**config.mk**
```make
export PLATFORM = sky130hd
export DESIGN_NAME = sacl_set_map
export DESIGN_NICKNAME = d
export VERILOG_FILES = /design/src/sv/set_assoc_cache_lru_lookup_defines.svh /design/src/sv/sacl_pkg.sv /design/src/sv/sacl_set_map.sv
export SDC_FILE = /design/constraint.sdc
export NUM_CORES = 1
export LEC_CHECK = 0
export BUFFER_PORTS_ARGS = -buffer_cell sky130_fd_sc_hd__buf_2
export CAP_MARGIN = 5
export CORE_MARGIN = 2
export CORE_UTILIZATION = 55
export CTS_BUF_LIST = sky130_fd_sc_hd__clkbuf_4 sky130_fd_sc_hd__clkbuf_8
export CTS_CLUSTER_SIZE = 30
export DETAILED_ROUTE_END_ITERATION = 16
export GPL_ROUTABILITY_DRIVEN = 0
export PLACE_DENSITY = 0.78
export SKIP_CTS_REPAIR_TIMING = 1
export SYNTH_ARGS = -nofsm -noshare
export SYNTH_HDL_FRONTEND = slang
export SYNTH_SLANG_ARGS = --single-unit
```
**constraint.sdc**
```tcl
create_clock -name clk -period 5.6 [get_ports clk]
set_clock_uncertainty 0.2 [all_clocks]
set_input_delay 0.56 -clock clk [delete_from_list [all_inputs] [get_ports clk]]
set_output_delay 0.56 -clock clk [all_outputs]
set_load 0.1 [all_outputs]
```
**src/sv/set_assoc_cache_lru_lookup_defines.svh**
```systemverilog
// ----------------------------------------------------------------------------
// set_assoc_cache_lru_lookup_defines
// assertion macros used by the top-level lookup design file
// ----------------------------------------------------------------------------
`ifndef SET_ASSOC_CACHE_LRU_LOOKUP_DEFINES_SVH
`define SET_ASSOC_CACHE_LRU_LOOKUP_DEFINES_SVH

`ifndef ASSERT_OFF

// same-cycle implication
`define SACL_ASSERT_IMP(lbl, clk, rst, ante, cons) \
  lbl: assert property (@(posedge clk) disable iff (rst) (ante) |-> (cons)) \
    else $error("implication check failed");

// next-cycle implication
`define SACL_ASSERT_NXT(lbl, clk, rst, ante, cons) \
  lbl: assert property (@(posedge clk) disable iff (rst) (ante) |=> (cons)) \
    else $error("next-cycle check failed");

`else

`define SACL_ASSERT_IMP(lbl, clk, rst, ante, cons)
`define SACL_ASSERT_NXT(lbl, clk, rst, ante, cons)

`endif

`endif

```
**src/sv/sacl_pkg.sv**
```systemverilog
// ----------------------------------------------------------------------------
// sacl_pkg
// shared widths, defaults and register codes of the cache lookup
// ----------------------------------------------------------------------------
package sacl_pkg;

  localparam int ADDR_W = 32;
  localparam int TAG_W  = 32;
  // widest set index the configuration can produce (index_bits up to 15)
  localparam int IDX_W  = 15;

  localparam int SACL_SETS       = 1024;
  localparam int SACL_WAYS       = 8;
  localparam int SACL_STAMP_BITS = 32;

  localparam int CFG_IDX_W  = 2;
  localparam int CFG_DATA_W = 4;

  localparam logic [CFG_IDX_W-1:0] REG_OFFSET_BITS = 2'd0;
  localparam logic [CFG_IDX_W-1:0] REG_INDEX_BITS  = 2'd1;
  localparam logic [CFG_IDX_W-1:0] REG_WAYS_IN_USE = 2'd2;

  localparam logic [2:0] OFFSET_BITS_RST = 3'd2;
  localparam logic [3:0] INDEX_BITS_RST  = 4'd10;
  localparam logic [3:0] WAYS_IN_USE_RST = 4'd4;

endpackage

```
**src/sv/sacl_set_map.sv**
```systemverilog
// ----------------------------------------------------------------------------
// sacl_set_map
// splits an address into set index and tag, folds the index into the store
// ----------------------------------------------------------------------------
module sacl_set_map
  import sacl_pkg::*;
#(
  parameter int SETS = SACL_SETS,
  localparam int SET_W = (SETS > 1) ? $clog2(SETS) : 1
) (
  input  logic              clk,
  input  logic              rst,
  input  logic              start,
  input  logic [ADDR_W-1:0] address,
  input  logic [2:0]        offset_bits,
  input  logic [3:0]        index_bits,
  output logic [SET_W-1:0]  set_idx,
  output logic [TAG_W-1:0]  tag,
  output logic              done
);

  localparam bit SETS_POW2 = (SETS & (SETS - 1)) == 0;
  localparam int MOD_STEPS = SETS_POW2 ? 0 :
                             ((IDX_W - $clog2(SETS) + 1) > 0 ? IDX_W - $clog2(SETS) + 1 : 0);
  localparam int CNT_W  = $clog2(IDX_W + 2);
  localparam int MASK_W = IDX_W + 1;
  localparam int SUB_W  = 32;

  logic [ADDR_W-1:0] shifted;
  logic [MASK_W-1:0] imask;
  logic [IDX_W-1:0]  masked;
  logic [TAG_W-1:0]  tag_next;
  logic [IDX_W-1:0]  rem;
  logic [CNT_W-1:0]  cnt;
  logic              busy;
  logic [SUB_W-1:0]  sub;
  logic              sub_ok;

  always_comb begin
    shifted  = address >> offset_bits;
    imask    = (MASK_W'(1) << index_bits) - MASK_W'(1);
    masked   = shifted[IDX_W-1:0] & imask[IDX_W-1:0];
    tag_next = address >> (5'(offset_bits) + 5'(index_bits));
    // restoring reduction, one multiple of the set count per cycle
    sub      = SUB_W'(SETS) << (cnt - CNT_W'(1));
    sub_ok   = SUB_W'(rem) >= sub;
  end

  always_ff @(posedge clk) begin
    if (rst) begin
      busy <= 1'b0;
      cnt  <= '0;
    end else if (start) begin
      busy <= 1'b1;
      cnt  <= CNT_W'(MOD_STEPS);
    end else if (busy) begin
      if (cnt != '0) begin
        cnt <= cnt - CNT_W'(1);
      end else begin
        busy <= 1'b0;
      end
    end
  end

  always_ff @(posedge clk) begin
    if (start) begin
      rem <= masked;
      tag <= tag_next;
    end else if (busy && cnt != '0 && sub_ok) begin
      rem <= rem - IDX_W'(sub);
    end
  end

  assign set_idx = SETS_POW2 ? SET_W'(SUB_W'(rem) & SUB_W'(SETS - 1)) : SET_W'(rem);
  assign done    = busy && (cnt == '0);

endmodule

```
==> flow_summary.json <==
{
  "outcome": "complete, no violations",
  "synth_area_leader_cell": "sky130_fd_sc_hd__edfxtp_1",
  "timing.critical_path.from": "cnt[0]",
  "grt_pass1_wl_mm": 20.15,
  "worst_r2r_startpoint": "cnt[0]",
  "fp-row-count": 35,
  "routed_wirelength_mm": 12.50,
  "overall_die_height_microns": 100.6,
  "drt_pre_antenna_iters": 5,
  "worst_setup_path_end_kind": "flop",
  "coreArea_sq_um": 9153,
  "mappedNetlistArea_sq_um": 5135,
  "timing.slew.headroom_pct": 20.73,
  "clock_sink_count": 53,
  "flow.area_growth_from_synthesis_pct": 6.408,
  "yosys.area_share.xor_xnor_pct": 2.558,
  "pin_count_of_the_biggest_net_entering_global_routing": 43,
  "max_slew.worst_pin.slew_ps": 1180,
  "power_per_cell_area_nw_per_um2": 304.8,
  "ys_ff_latch": 53,
  "postSynthNetCount": 566,
  "holdPathStages": 2,
  "final_max_slew_viol_count": 0,
  "floorplan.die_area_sq_um": 10130,
  "dp.final_hpwl_mm": 9.415,
  "hold_violations": 0,
  "synth_fa_ha_area_share_pct": 4.045,
  "synth_cell_types": 54,
  "yosys_warnings": 0,
  "setup_total_negative_slack_ps": 0,
  "drv_cap": 0,
  "synthCells": 508,
  "post-route-drc-count": 0,
  "io_buffer_count": 84,
  "finalCritPeriodShare_pct": 65.92,
  "drt_first_iter_violations": 498,
  "cts-buffers-inserted": 5,
  "effective_utilization_at_floorplan_pct": 56.10,
  "tmin_final_ps": 3692,
  "layout.cell_area.non_filler_sq_um": 5464,
  "max-clock-path-buffers": 2,
  "grt_use_total_pct": 24.92,
  "grt_pass1_vias": 3905,
  "cp.arrival_ps": 3500,
  "syn_avg_cell_area_sq_um": 10.11,
  "synth_flop_type": "sky130_fd_sc_hd__edfxtp_1",
  "overflow": 0,
  "max-vdd-ir-drop_mv": 0.1408,
  "cts_root_buf": "sky130_fd_sc_hd__clkbuf_8",
  "sequential_cell_area_fraction_in_the_yosys_report_pct": 29.82,
  "synth-compound-area-share_pct": 13.91,
  "post_layout_nonfiller_instances": 659,
  "synth.top_cells.by_area": "sky130_fd_sc_hd__edfxtp_1 27%, sky130_fd_sc_hd__mux4_2 13%, sky130_fd_sc_hd__mux2i_1 12%",
  "placement.cell_area_sq_um": 5370,
  "regToRegEndpoint": "rem[8]",
  "number_of_antenna_violations_at_the_first_check_in_global_routing": 0,
  "worst_hold_path.endpoint": "busy",
  "p_leak_nw": 2.243,
  "yosysTopAreaCellShare_pct": 27.49,
  "crit_path_top_delay_cell": "sky130_fd_sc_hd__dfxtp_1",
  "fin_hold_ws_ps": 270.4,
  "setup.worst_path.start_class": "flop",
  "synth.area.mux_share_pct": 29.43,
  "fill_cells": 756,
  "cts_tree": "built",
  "number_of_synthesized_flops_with_an_enable_pin": 47,
  "dieWidth_microns": 100.6,
  "io_pins": 85,
  "worstSetupPathType": "flop to flop",
  "via_count": 4322,
  "largest_family_of_logic_cells_by_synthesized_area": "multiplexers",
  "timing.reg2reg.setup_slack_ps": 1910,
  "synth_async_sr_flop_share_pct": 0,
  "hp-start": "rst",
  "cts_htree_levels": 2,
  "worstHoldPathType": "primary input to flop",
  "mostFrequentLayoutCell": "sky130_fd_sc_hd__buf_2",
  "drive_above_1_share_pct": 28.65,
  "number_of_nets_in_the_finished_design": 605,
  "reg2regPathDepth": 12,
  "final_util_pct": 59.70,
  "cp_max_fo": 12,
  "diodes": 0,
  "commonest_cells_after_routing_fill_and_taps_aside": "84 x sky130_fd_sc_hd__buf_2, 61 x sky130_fd_sc_hd__mux2i_1, 57 x sky130_fd_sc_hd__nand2_1",
  "unrepaired_setup_endpoints_after_global_routing": "no",
  "crit_path_max_incr_delay_ps": 380,
  "worstPathRequired_ps": 5410,
  "route.antenna.remaining_nets": 0,
  "clock.fmax_mhz": 270.9,
  "crit_path_cell_trace": "inv_1, ha_1, nor2b_1, a22oi_1, nor2_1, nand2_1, ha_1, or2_2, a21o_1, a31o_2, a21o_1, a41o_1",
  "report.final.setup_viol": 0,
  "synth_simple_gate_area_share_pct": 12.28,
  "place.detailed.instances": 651,
  "skew_pair_late_insertion_delay_ps": 320,
  "clk_slew_on_worst_s_h_paths_ps": 110,
  "vias_per_cell": 6.558,
  "post_drt_wl_per_cell_microns": 18.97
}
power breakdown:
part	internal, W	switching [W]
clock	0.0000916	0.000144
combinational	0.000257	0.000659
sequential	0.000501	0.0000134
worst max-delay path, delay by kind of cell, from the launching register on:
family          cells  cell delay [ps]
compound gates      5             1130
fa+ha+maj           2              650
buf+inv             1              130
flops               1              380
simple gates        4              880
sequential cells by signal, summed over array words and instances, names as in the netlist:
signal  cells
tag        32
cnt         5
busy        1
rem        15
stage by stage:
step | power, W | setup WS [ps]
after floorplan | 0.001288 | 2363
after global placement | 0.001412 | 1770
after detailed placement | 0.001428 | 1708
after global routing | 0.001735 | 1653
after CTS | 0.001657 | 1930
final | 0.001665 | 1908
how the worst max path moves through the flow:
stage,end,depth (start not counted)
2_1_floorplan,rem[10],13
3_3_place_gp,tag[1],8
3_5_place_dp,tag[11],8
4_1_cts,rem[4],12
5_1_grt,rem[12],12
6_report,rem[8],12
cell usage after synthesis (7+ instances only):
library cell	instances
sky130_fd_sc_hd__ha_1	15
sky130_fd_sc_hd__buf_2	10
sky130_fd_sc_hd__clkbuf_1	20
sky130_fd_sc_hd__inv_1	13
sky130_fd_sc_hd__nor2_1	28
sky130_fd_sc_hd__edfxtp_1	47
sky130_fd_sc_hd__mux2i_1	61
sky130_fd_sc_hd__o21ai_0	22
sky130_fd_sc_hd__nor3_1	12
sky130_fd_sc_hd__a21oi_1	22
sky130_fd_sc_hd__buf_4	17
sky130_fd_sc_hd__a31oi_1	8
sky130_fd_sc_hd__nand2_1	57
sky130_fd_sc_hd__nand3_1	7
sky130_fd_sc_hd__o211ai_1	7
sky130_fd_sc_hd__o22ai_1	10
sky130_fd_sc_hd__xnor2_1	10
sky130_fd_sc_hd__mux4_2	30
sky130_fd_sc_hd__mux2_2	20
final cells by class:
cell class | count | area, sq um | area share, %
multi-input cells | 387 | 3208 | 58.71
flip-flops and latches | 53 | 1531 | 28.03
repair buffers | 87 | 442.9 | 8.106
well taps | 111 | 138.9 | 2.542
clock buffers | 5 | 68.82 | 1.259
inverters | 13 | 48.80 | 0.8931
clock inverters | 3 | 25.02 | 0.4580
per-layer routing:
layer,part of all wire [%],wire length (microns),track usage (%)
met4,1.8,227,7.060
met2,44,5517,36.26
met3,9.6,1202,4.577
met1,44,5555,38.02
met5,0,0,0
cells by family (layout without fill, tap and decap cells):
group                    Yosys count  after routing
AO/OA/AOI/OAI                    110            110
XOR/XNOR                          15             15
adder cells (fa/ha/maj)           16             16
multiplexers                     111            111
AND/OR/NAND/NOR                  135            135
buffers and inverters             68            108
flip-flops                        53             53
Power figures use the tool's default switching activity.
