## config.mk

```make
export PLATFORM = sky130hd
export DESIGN_NAME = sacl_lru_pick
export DESIGN_NICKNAME = d
export VERILOG_FILES = /design/src/sv/set_assoc_cache_lru_lookup_defines.svh /design/src/sv/sacl_pkg.sv /design/src/sv/sacl_lru_pick.sv
export SDC_FILE = /design/constraint.sdc
export NUM_CORES = 1
export LEC_CHECK = 0
export ABC_AREA = 0
export BUFFER_PORTS_ARGS = -buffer_cell sky130_fd_sc_hd__buf_2
export CAP_MARGIN = 10
export CORE_ASPECT_RATIO = 0.9
export CORE_MARGIN = 2
export CORE_UTILIZATION = 36
export CTS_BUF_LIST = sky130_fd_sc_hd__clkbuf_4
export DETAILED_ROUTE_END_ITERATION = 7
export SETUP_SLACK_MARGIN = 0.5
export SYNTH_ARGS = -nofsm -noshare
export SYNTH_HDL_FRONTEND = slang
export SYNTH_SLANG_ARGS = --single-unit
```

## constraint.sdc

```tcl
create_clock -name clk -period 7.7 [get_ports clk]
set_clock_uncertainty 0.15 [all_clocks]
set_input_delay 0.77 -clock clk [delete_from_list [all_inputs] [get_ports clk]]
set_output_delay 0.77 -clock clk [all_outputs]
set_load 0.01 [all_outputs]
```

## src/sv/set_assoc_cache_lru_lookup_defines.svh

```systemverilog
// ----------------------------------------------------------------------------
// set_assoc_cache_lru_lookup_defines
// assertion macros used by the top-level lookup design file
// ----------------------------------------------------------------------------
`ifndef SET_ASSOC_CACHE_LRU_LOOKUP_DEFINES_SVH
`define SET_ASSOC_CACHE_LRU_LOOKUP_DEFINES_SVH

`ifndef ASSERT_OFF

// same-cycle implication
`define SACL_ASSERT_IMP(lbl, clk, rst, ante, cons) \
  lbl: assert property (@(posedge clk) disable iff (rst) (ante) |-> (cons)) \
    else $error("implication check failed");

// next-cycle implication
`define SACL_ASSERT_NXT(lbl, clk, rst, ante, cons) \
  lbl: assert property (@(posedge clk) disable iff (rst) (ante) |=> (cons)) \
    else $error("next-cycle check failed");

`else

`define SACL_ASSERT_IMP(lbl, clk, rst, ante, cons)
`define SACL_ASSERT_NXT(lbl, clk, rst, ante, cons)

`endif

`endif

```

## src/sv/sacl_pkg.sv

```systemverilog
// ----------------------------------------------------------------------------
// sacl_pkg
// shared widths, defaults and register codes of the cache lookup
// ----------------------------------------------------------------------------
package sacl_pkg;

  localparam int ADDR_W = 32;
  localparam int TAG_W  = 32;
  // widest set index the configuration can produce (index_bits up to 15)
  localparam int IDX_W  = 15;

  localparam int SACL_SETS       = 1024;
  localparam int SACL_WAYS       = 8;
  localparam int SACL_STAMP_BITS = 32;

  localparam int CFG_IDX_W  = 2;
  localparam int CFG_DATA_W = 4;

  localparam logic [CFG_IDX_W-1:0] REG_OFFSET_BITS = 2'd0;
  localparam logic [CFG_IDX_W-1:0] REG_INDEX_BITS  = 2'd1;
  localparam logic [CFG_IDX_W-1:0] REG_WAYS_IN_USE = 2'd2;

  localparam logic [2:0] OFFSET_BITS_RST = 3'd2;
  localparam logic [3:0] INDEX_BITS_RST  = 4'd10;
  localparam logic [3:0] WAYS_IN_USE_RST = 4'd4;

endpackage

```

## src/sv/sacl_lru_pick.sv

```systemverilog
// ----------------------------------------------------------------------------
// sacl_lru_pick
// hit detection, first free way and a shared min-stamp tree, one level a cycle
// ----------------------------------------------------------------------------
module sacl_lru_pick
  import sacl_pkg::*;
#(
  parameter int WAYS       = SACL_WAYS,
  parameter int STAMP_BITS = SACL_STAMP_BITS,
  localparam int WAY_W = (WAYS > 1) ? $clog2(WAYS) : 1
) (
  input  logic                            clk,
  input  logic                            load,
  input  logic                            step,
  input  logic [WAYS-1:0]                 vld,
  input  logic [WAYS-1:0][TAG_W-1:0]      tag,
  input  logic [WAYS-1:0][STAMP_BITS-1:0] stamp,
  input  logic [TAG_W-1:0]                tag_in,
  input  logic [3:0]                      ways_in_use,
  output logic                            hit,
  output logic [WAY_W-1:0]                victim
);

  localparam int NODES = 2 ** WAY_W;

  logic [WAYS-1:0]       in_range;
  logic [WAYS-1:0]       match;
  logic [WAYS-1:0]       free;
  logic [WAY_W-1:0]      match_way;
  logic [WAY_W-1:0]      free_way;

  // leaves padded out to the full tree, unused leaves disabled
  logic [NODES-1:0]                  en_pad;
  logic [NODES-1:0][STAMP_BITS-1:0]  stamp_pad;

  logic                  hit_q;
  logic [WAY_W-1:0]      hit_way_q;
  logic                  free_q;
  logic [WAY_W-1:0]      free_way_q;

  logic                  nd_en    [NODES];
  logic [STAMP_BITS-1:0] nd_stamp [NODES];
  logic [WAY_W-1:0]      nd_idx   [NODES];

  // zero ways in use behaves as one way
  always_comb begin
    for (int i = 0; i < WAYS; i++) begin
      in_range[i] = (i == 0) || ({28'd0, ways_in_use} > 32'(i));
      match[i]    = in_range[i] && vld[i] && (tag[i] == tag_in);
      free[i]     = in_range[i] && !vld[i];
    end
    match_way = '0;
    free_way  = '0;
    for (int i = WAYS - 1; i >= 0; i--) begin
      if (match[i]) begin
        match_way = WAY_W'(i);
      end
      if (free[i]) begin
        free_way = WAY_W'(i);
      end
    end
  end

  assign en_pad    = NODES'(in_range);
  assign stamp_pad = (NODES * STAMP_BITS)'(stamp);

  always_ff @(posedge clk) begin
    if (load) begin
      hit_q      <= |match;
      hit_way_q  <= match_way;
      free_q     <= |free;
      free_way_q <= free_way;
      for (int i = 0; i < NODES; i++) begin
        nd_en[i]    <= en_pad[i];
        nd_stamp[i] <= stamp_pad[i];
        nd_idx[i]   <= WAY_W'(i);
      end
    end else if (step) begin
      // left node wins ties so the lower way is kept
      for (int i = 0; i < NODES / 2; i++) begin
        if (nd_en[2*i+1] && (!nd_en[2*i] || nd_stamp[2*i+1] < nd_stamp[2*i])) begin
          nd_en[i]    <= 1'b1;
          nd_stamp[i] <= nd_stamp[2*i+1];
          nd_idx[i]   <= nd_idx[2*i+1];
        end else begin
          nd_en[i]    <= nd_en[2*i];
          nd_stamp[i] <= nd_stamp[2*i];
          nd_idx[i]   <= nd_idx[2*i];
        end
      end
    end
  end

  assign hit    = hit_q;
  assign victim = hit_q ? hit_way_q : (free_q ? free_way_q : nd_idx[0]);

endmodule

```

==> metrics.yaml <==
timing:
  finalHoldViolCount: 0
  setup_slack_ns: 3.987
  maxSlewViolCount: 0
  fin_crit_ns: 3.713
  setup_viol: 0
  setup-tns-final_ns: 0
  finalCritPeriodShare_pct: 48.22
  max-slew-margin-rel_pct: 28.94
  fmaxAchievable_mhz: 269.4
  rsz0062_at_grt: "no"
  tightest_slew_ns: 1.056
critical_path:
  critPathRequiredTime_ns: 8.04
  worst_setup_path_end_kind: "register"
  r2r_end: "nd_stamp[0][77]$_DFFE_PP_"
  reg2reg_depth: 10
  cp_max_fo: 24
  reg2reg_slack_ns: 3.99
  cp-start-kind: "register"
  setup.worst_path.class: "register to register"
  cp_data_arrival_time_ns: 4.05
  r2r-start: "nd_stamp[1][45]$_DFFE_PP_"
yosys:
  async_flop_share_pct: 0
  synth_edf_count: 281
  synth-main-ff-cell: "edfxtp_1"
  synth.avg_cell_area_um2: 10.78
  syn_area_um2: 17310
  synth_fp_nets: 2289
  yosys.area_share.xor_xnor_pct: 12.70
  synth_mux_area_share_pct: 5.781
  ys_seq_elements: 281
  yosys_warnings: 0
  seq_area_frac_synth_pct: 48.74
  ys_types: 56
  synth_compound_area_share_pct: 7.768
  synthSimpleGateAreaFrac_pct: 11.28
  synth_top_family_by_area: "XOR/XNOR gates"
  synth_cells: 1606
  synth_fa_ha_area_share_pct: 8.961
routing:
  avgRoutedWirePerCell_um: 22.81
  ant_nets: 0
  first_pass_iters: 5
  drt-initial-drc-count: 1250
  drc: 0
  avgViaCountPerCell: 5.058
  num_vias: 15200
  drt_wl_total_mm: 68.58
worst_hold_path:
  hp-start: "stamp[252]"
  whs_path_depth: 1
  min_to: "nd_stamp[1][124]$_DFFE_PP_"
  hp-class: "primary input to register"
clock_network:
  cts-htree-levels: 3
  cts_max_path_buffers: 3
  cts_buffers: 79
  cts-root-buf: "clkbuf_4"
  clk_pin_slew_ns: 0.07
  tritoncts: "done"
  insertion_delay_ns: 0.79
  cts.sinks: 281
  post_cts.repair.setup_buffers: 0
power_and_ir_drop:
  cellInternalPower_uw: 3029
  clkPwrFrac_pct: 32.3
  switchingPower_uw: 1255
  ir_drop_uv: 96.86
  power.leakage_uw: 0.01052
  power_density_nw_per_um2: 186.3
  netSwitchingFraction_pct: 29.30
  p_comb_share_pct: 22.4
  p_seq_share_pct: 45.2
layout:
  fill_cells: 4467
  drive_gt1_share_pct: 29.96
  nNetsFinal: 2994
  syn2layout_area_growth_pct: 32.82
global_routing:
  grt_pass1_vias: 15210
  grt_first_pass_wirelength_mm: 96.72
  grt_start_max_net_pins: 97
  grt-ovfl-total: 0
  antenna_found_initial: 28
  grtUsageTotal_pct: 26.83
floorplanning:
  die_h_um: 212.1
  die_width_um: 235.2
  rows: 76
  ioPinCount: 563
  dieArea_um2: 49870
  core-area_um2: 47640
  start_util_pct: 36.34
run_status:
  outcome: "completed"
placement:
  dpl.hpwl_mm: 55.33
  gp_congestion: 0.9871
  port_buffers: 562
  preCtsSetupSlack_ns: 3.788
run:
  drv_cap: 0
==> metrics by stage <==
step                      std cells  power [µW]  utilization [%]  hold WS [ns]  cell area [µm²]
after floorplan                1606        2464                -        0.3467            17310
after global placement         2728        2856            43.47        0.3506            20710
after detailed placement       2728        2876            43.47        0.3695            20710
after CTS                      2987        4323            48.17       0.01721            22950
after global routing           2999        4518            48.24      0.006797            22980
final                          3006        4284            48.27       0.09929            23000
==> cell type report <==
type                    instances  area, µm²  share of cell area, %
repair buffers                698       4155                  18.07
clock buffers                 113      848.3                  3.689
well taps                     624      780.7                  3.395
multi-input cells            1114       8077                  35.12
inverters                     137      518.0                  2.252
clock inverters                20      132.6                 0.5767
flip-flops and latches        281       8438                  36.69
diodes                         19      47.55                 0.2067
==> power by group through the flow <==
stage / clock network [µW] / registers [µW] / logic (µW)
2_1_floorplan: 0 / 1930 / 533
3_3_place_gp: 0 / 1970 / 889
3_5_place_dp: 0 / 1970 / 905
4_1_cts: 1420 / 1940 / 961
5_1_grt: 1510 / 1950 / 1060
6_report: 1390 / 1940 / 961
==> cell families (layout without fill, tap and decap cells) <==
kind of cell	Yosys count	after routing
buffers and inverters	211	968
and+or+nand+nor	406	406
AOI/OAI and AO/OA	233	233
muxes	100	100
xor gates and xnor gates	251	251
adders and majority gates	124	124
other	0	19
DFF	281	281
==> worst max path at each step <==
stage | end | cells after the start | startpoint | slack, ns
finish | nd_stamp[0][77]$_DFFE_PP_ | 10 | nd_stamp[1][45]$_DFFE_PP_ | 3.99
detailed placement | nd_stamp[0][1]$_DFFE_PP_ | 8 | load | 3.79
global placement | nd_stamp[0][0]$_DFFE_PP_ | 8 | load | 3.76
floorplan | nd_idx[0][0]$_SDFFCE_PP0P_ | 6 | step | 1.91
CTS | nd_stamp[0][94]$_DFFE_PP_ | 10 | nd_stamp[1][47]$_DFFE_PP_ | 3.93
global route | nd_stamp[0][94]$_DFFE_PP_ | 10 | nd_stamp[1][47]$_DFFE_PP_ | 3.78
==> per-layer routing <==
layer / track usage (%) / part of all wire [%]
met5: 0 / 0.019
met4: 9.581 / 3.6
met3: 5.700 / 7.3
met2: 43.00 / 46
met1: 35.96 / 43
==> synth_stat cells (all sizes together), types with 19 or more instances <==
master / n / share of area, %
o21ai: 59 / 1.7
clkbuf: 58 / 1.3
ha: 124 / 9.0
xnor2: 169 / 8.5
a21oi: 109 / 3.2
inv: 137 / 3.0
xor2: 82 / 4.1
a21o: 26 / 1.1
nor4: 29 / 1.1
nor2: 92 / 2.0
edfxtp: 281 / 49
nand2: 155 / 3.4
mux2i: 100 / 5.8
nand3: 19 / 0.55
nand4: 58 / 2.2
==> critical path: stages, from the launching register on <==
cell and delay, ns:
edfxtp_1 0.41, ha_1 0.32, nand4_1 0.11, nor3_1 0.37
o211ai_1 0.21, o211ai_1 0.42, a211oi_1 0.17, nand3_2 0.31
buf_4 0.50, mux2i_1 0.27, a21oi_1 0.12
==> registers in the layout (all words and copies together), names as in the netlist <==
name	count
nd_stamp	256
nd_idx	10
nd_en	7
free_way_q	3
hit_way_q	3
free_q	1
hit	1
==> timing repair <==
item	CTS	global route
hold buffers	126	0
gates resized for setup	0	0
hold endpoints to repair	126	0
==> cell usage in the layout, fill, tap and decap left out, drive strengths merged, types with 3 or more instances in the layout <==
master | Yosys | layout
buf | 16 | 572
edfxtp | 281 | 281
xnor2 | 169 | 169
nand2 | 155 | 155
inv | 137 | 137
dlygate4sd3 | 0 | 126
ha | 124 | 124
clkbuf | 58 | 113
a21oi | 109 | 109
mux2i | 100 | 100
nor2 | 92 | 92
xor2 | 82 | 82
o21ai | 59 | 59
nand4 | 58 | 58
nor4 | 29 | 29
a21o | 26 | 26
diode | 0 | 19
nand3 | 19 | 19
clkinv | 0 | 18
nor3 | 11 | 11
nor2b | 9 | 9
nand2b | 8 | 8
o211ai | 6 | 6
a211oi | 6 | 6
and2 | 6 | 6
or4 | 5 | 5
a31oi | 4 | 4
o22ai | 4 | 4
o21a | 3 | 3
a221oi | 3 | 3
and3 | 3 | 3
a21boi | 3 | 3
No activity file was read; power rests on OpenSTA's default activity.
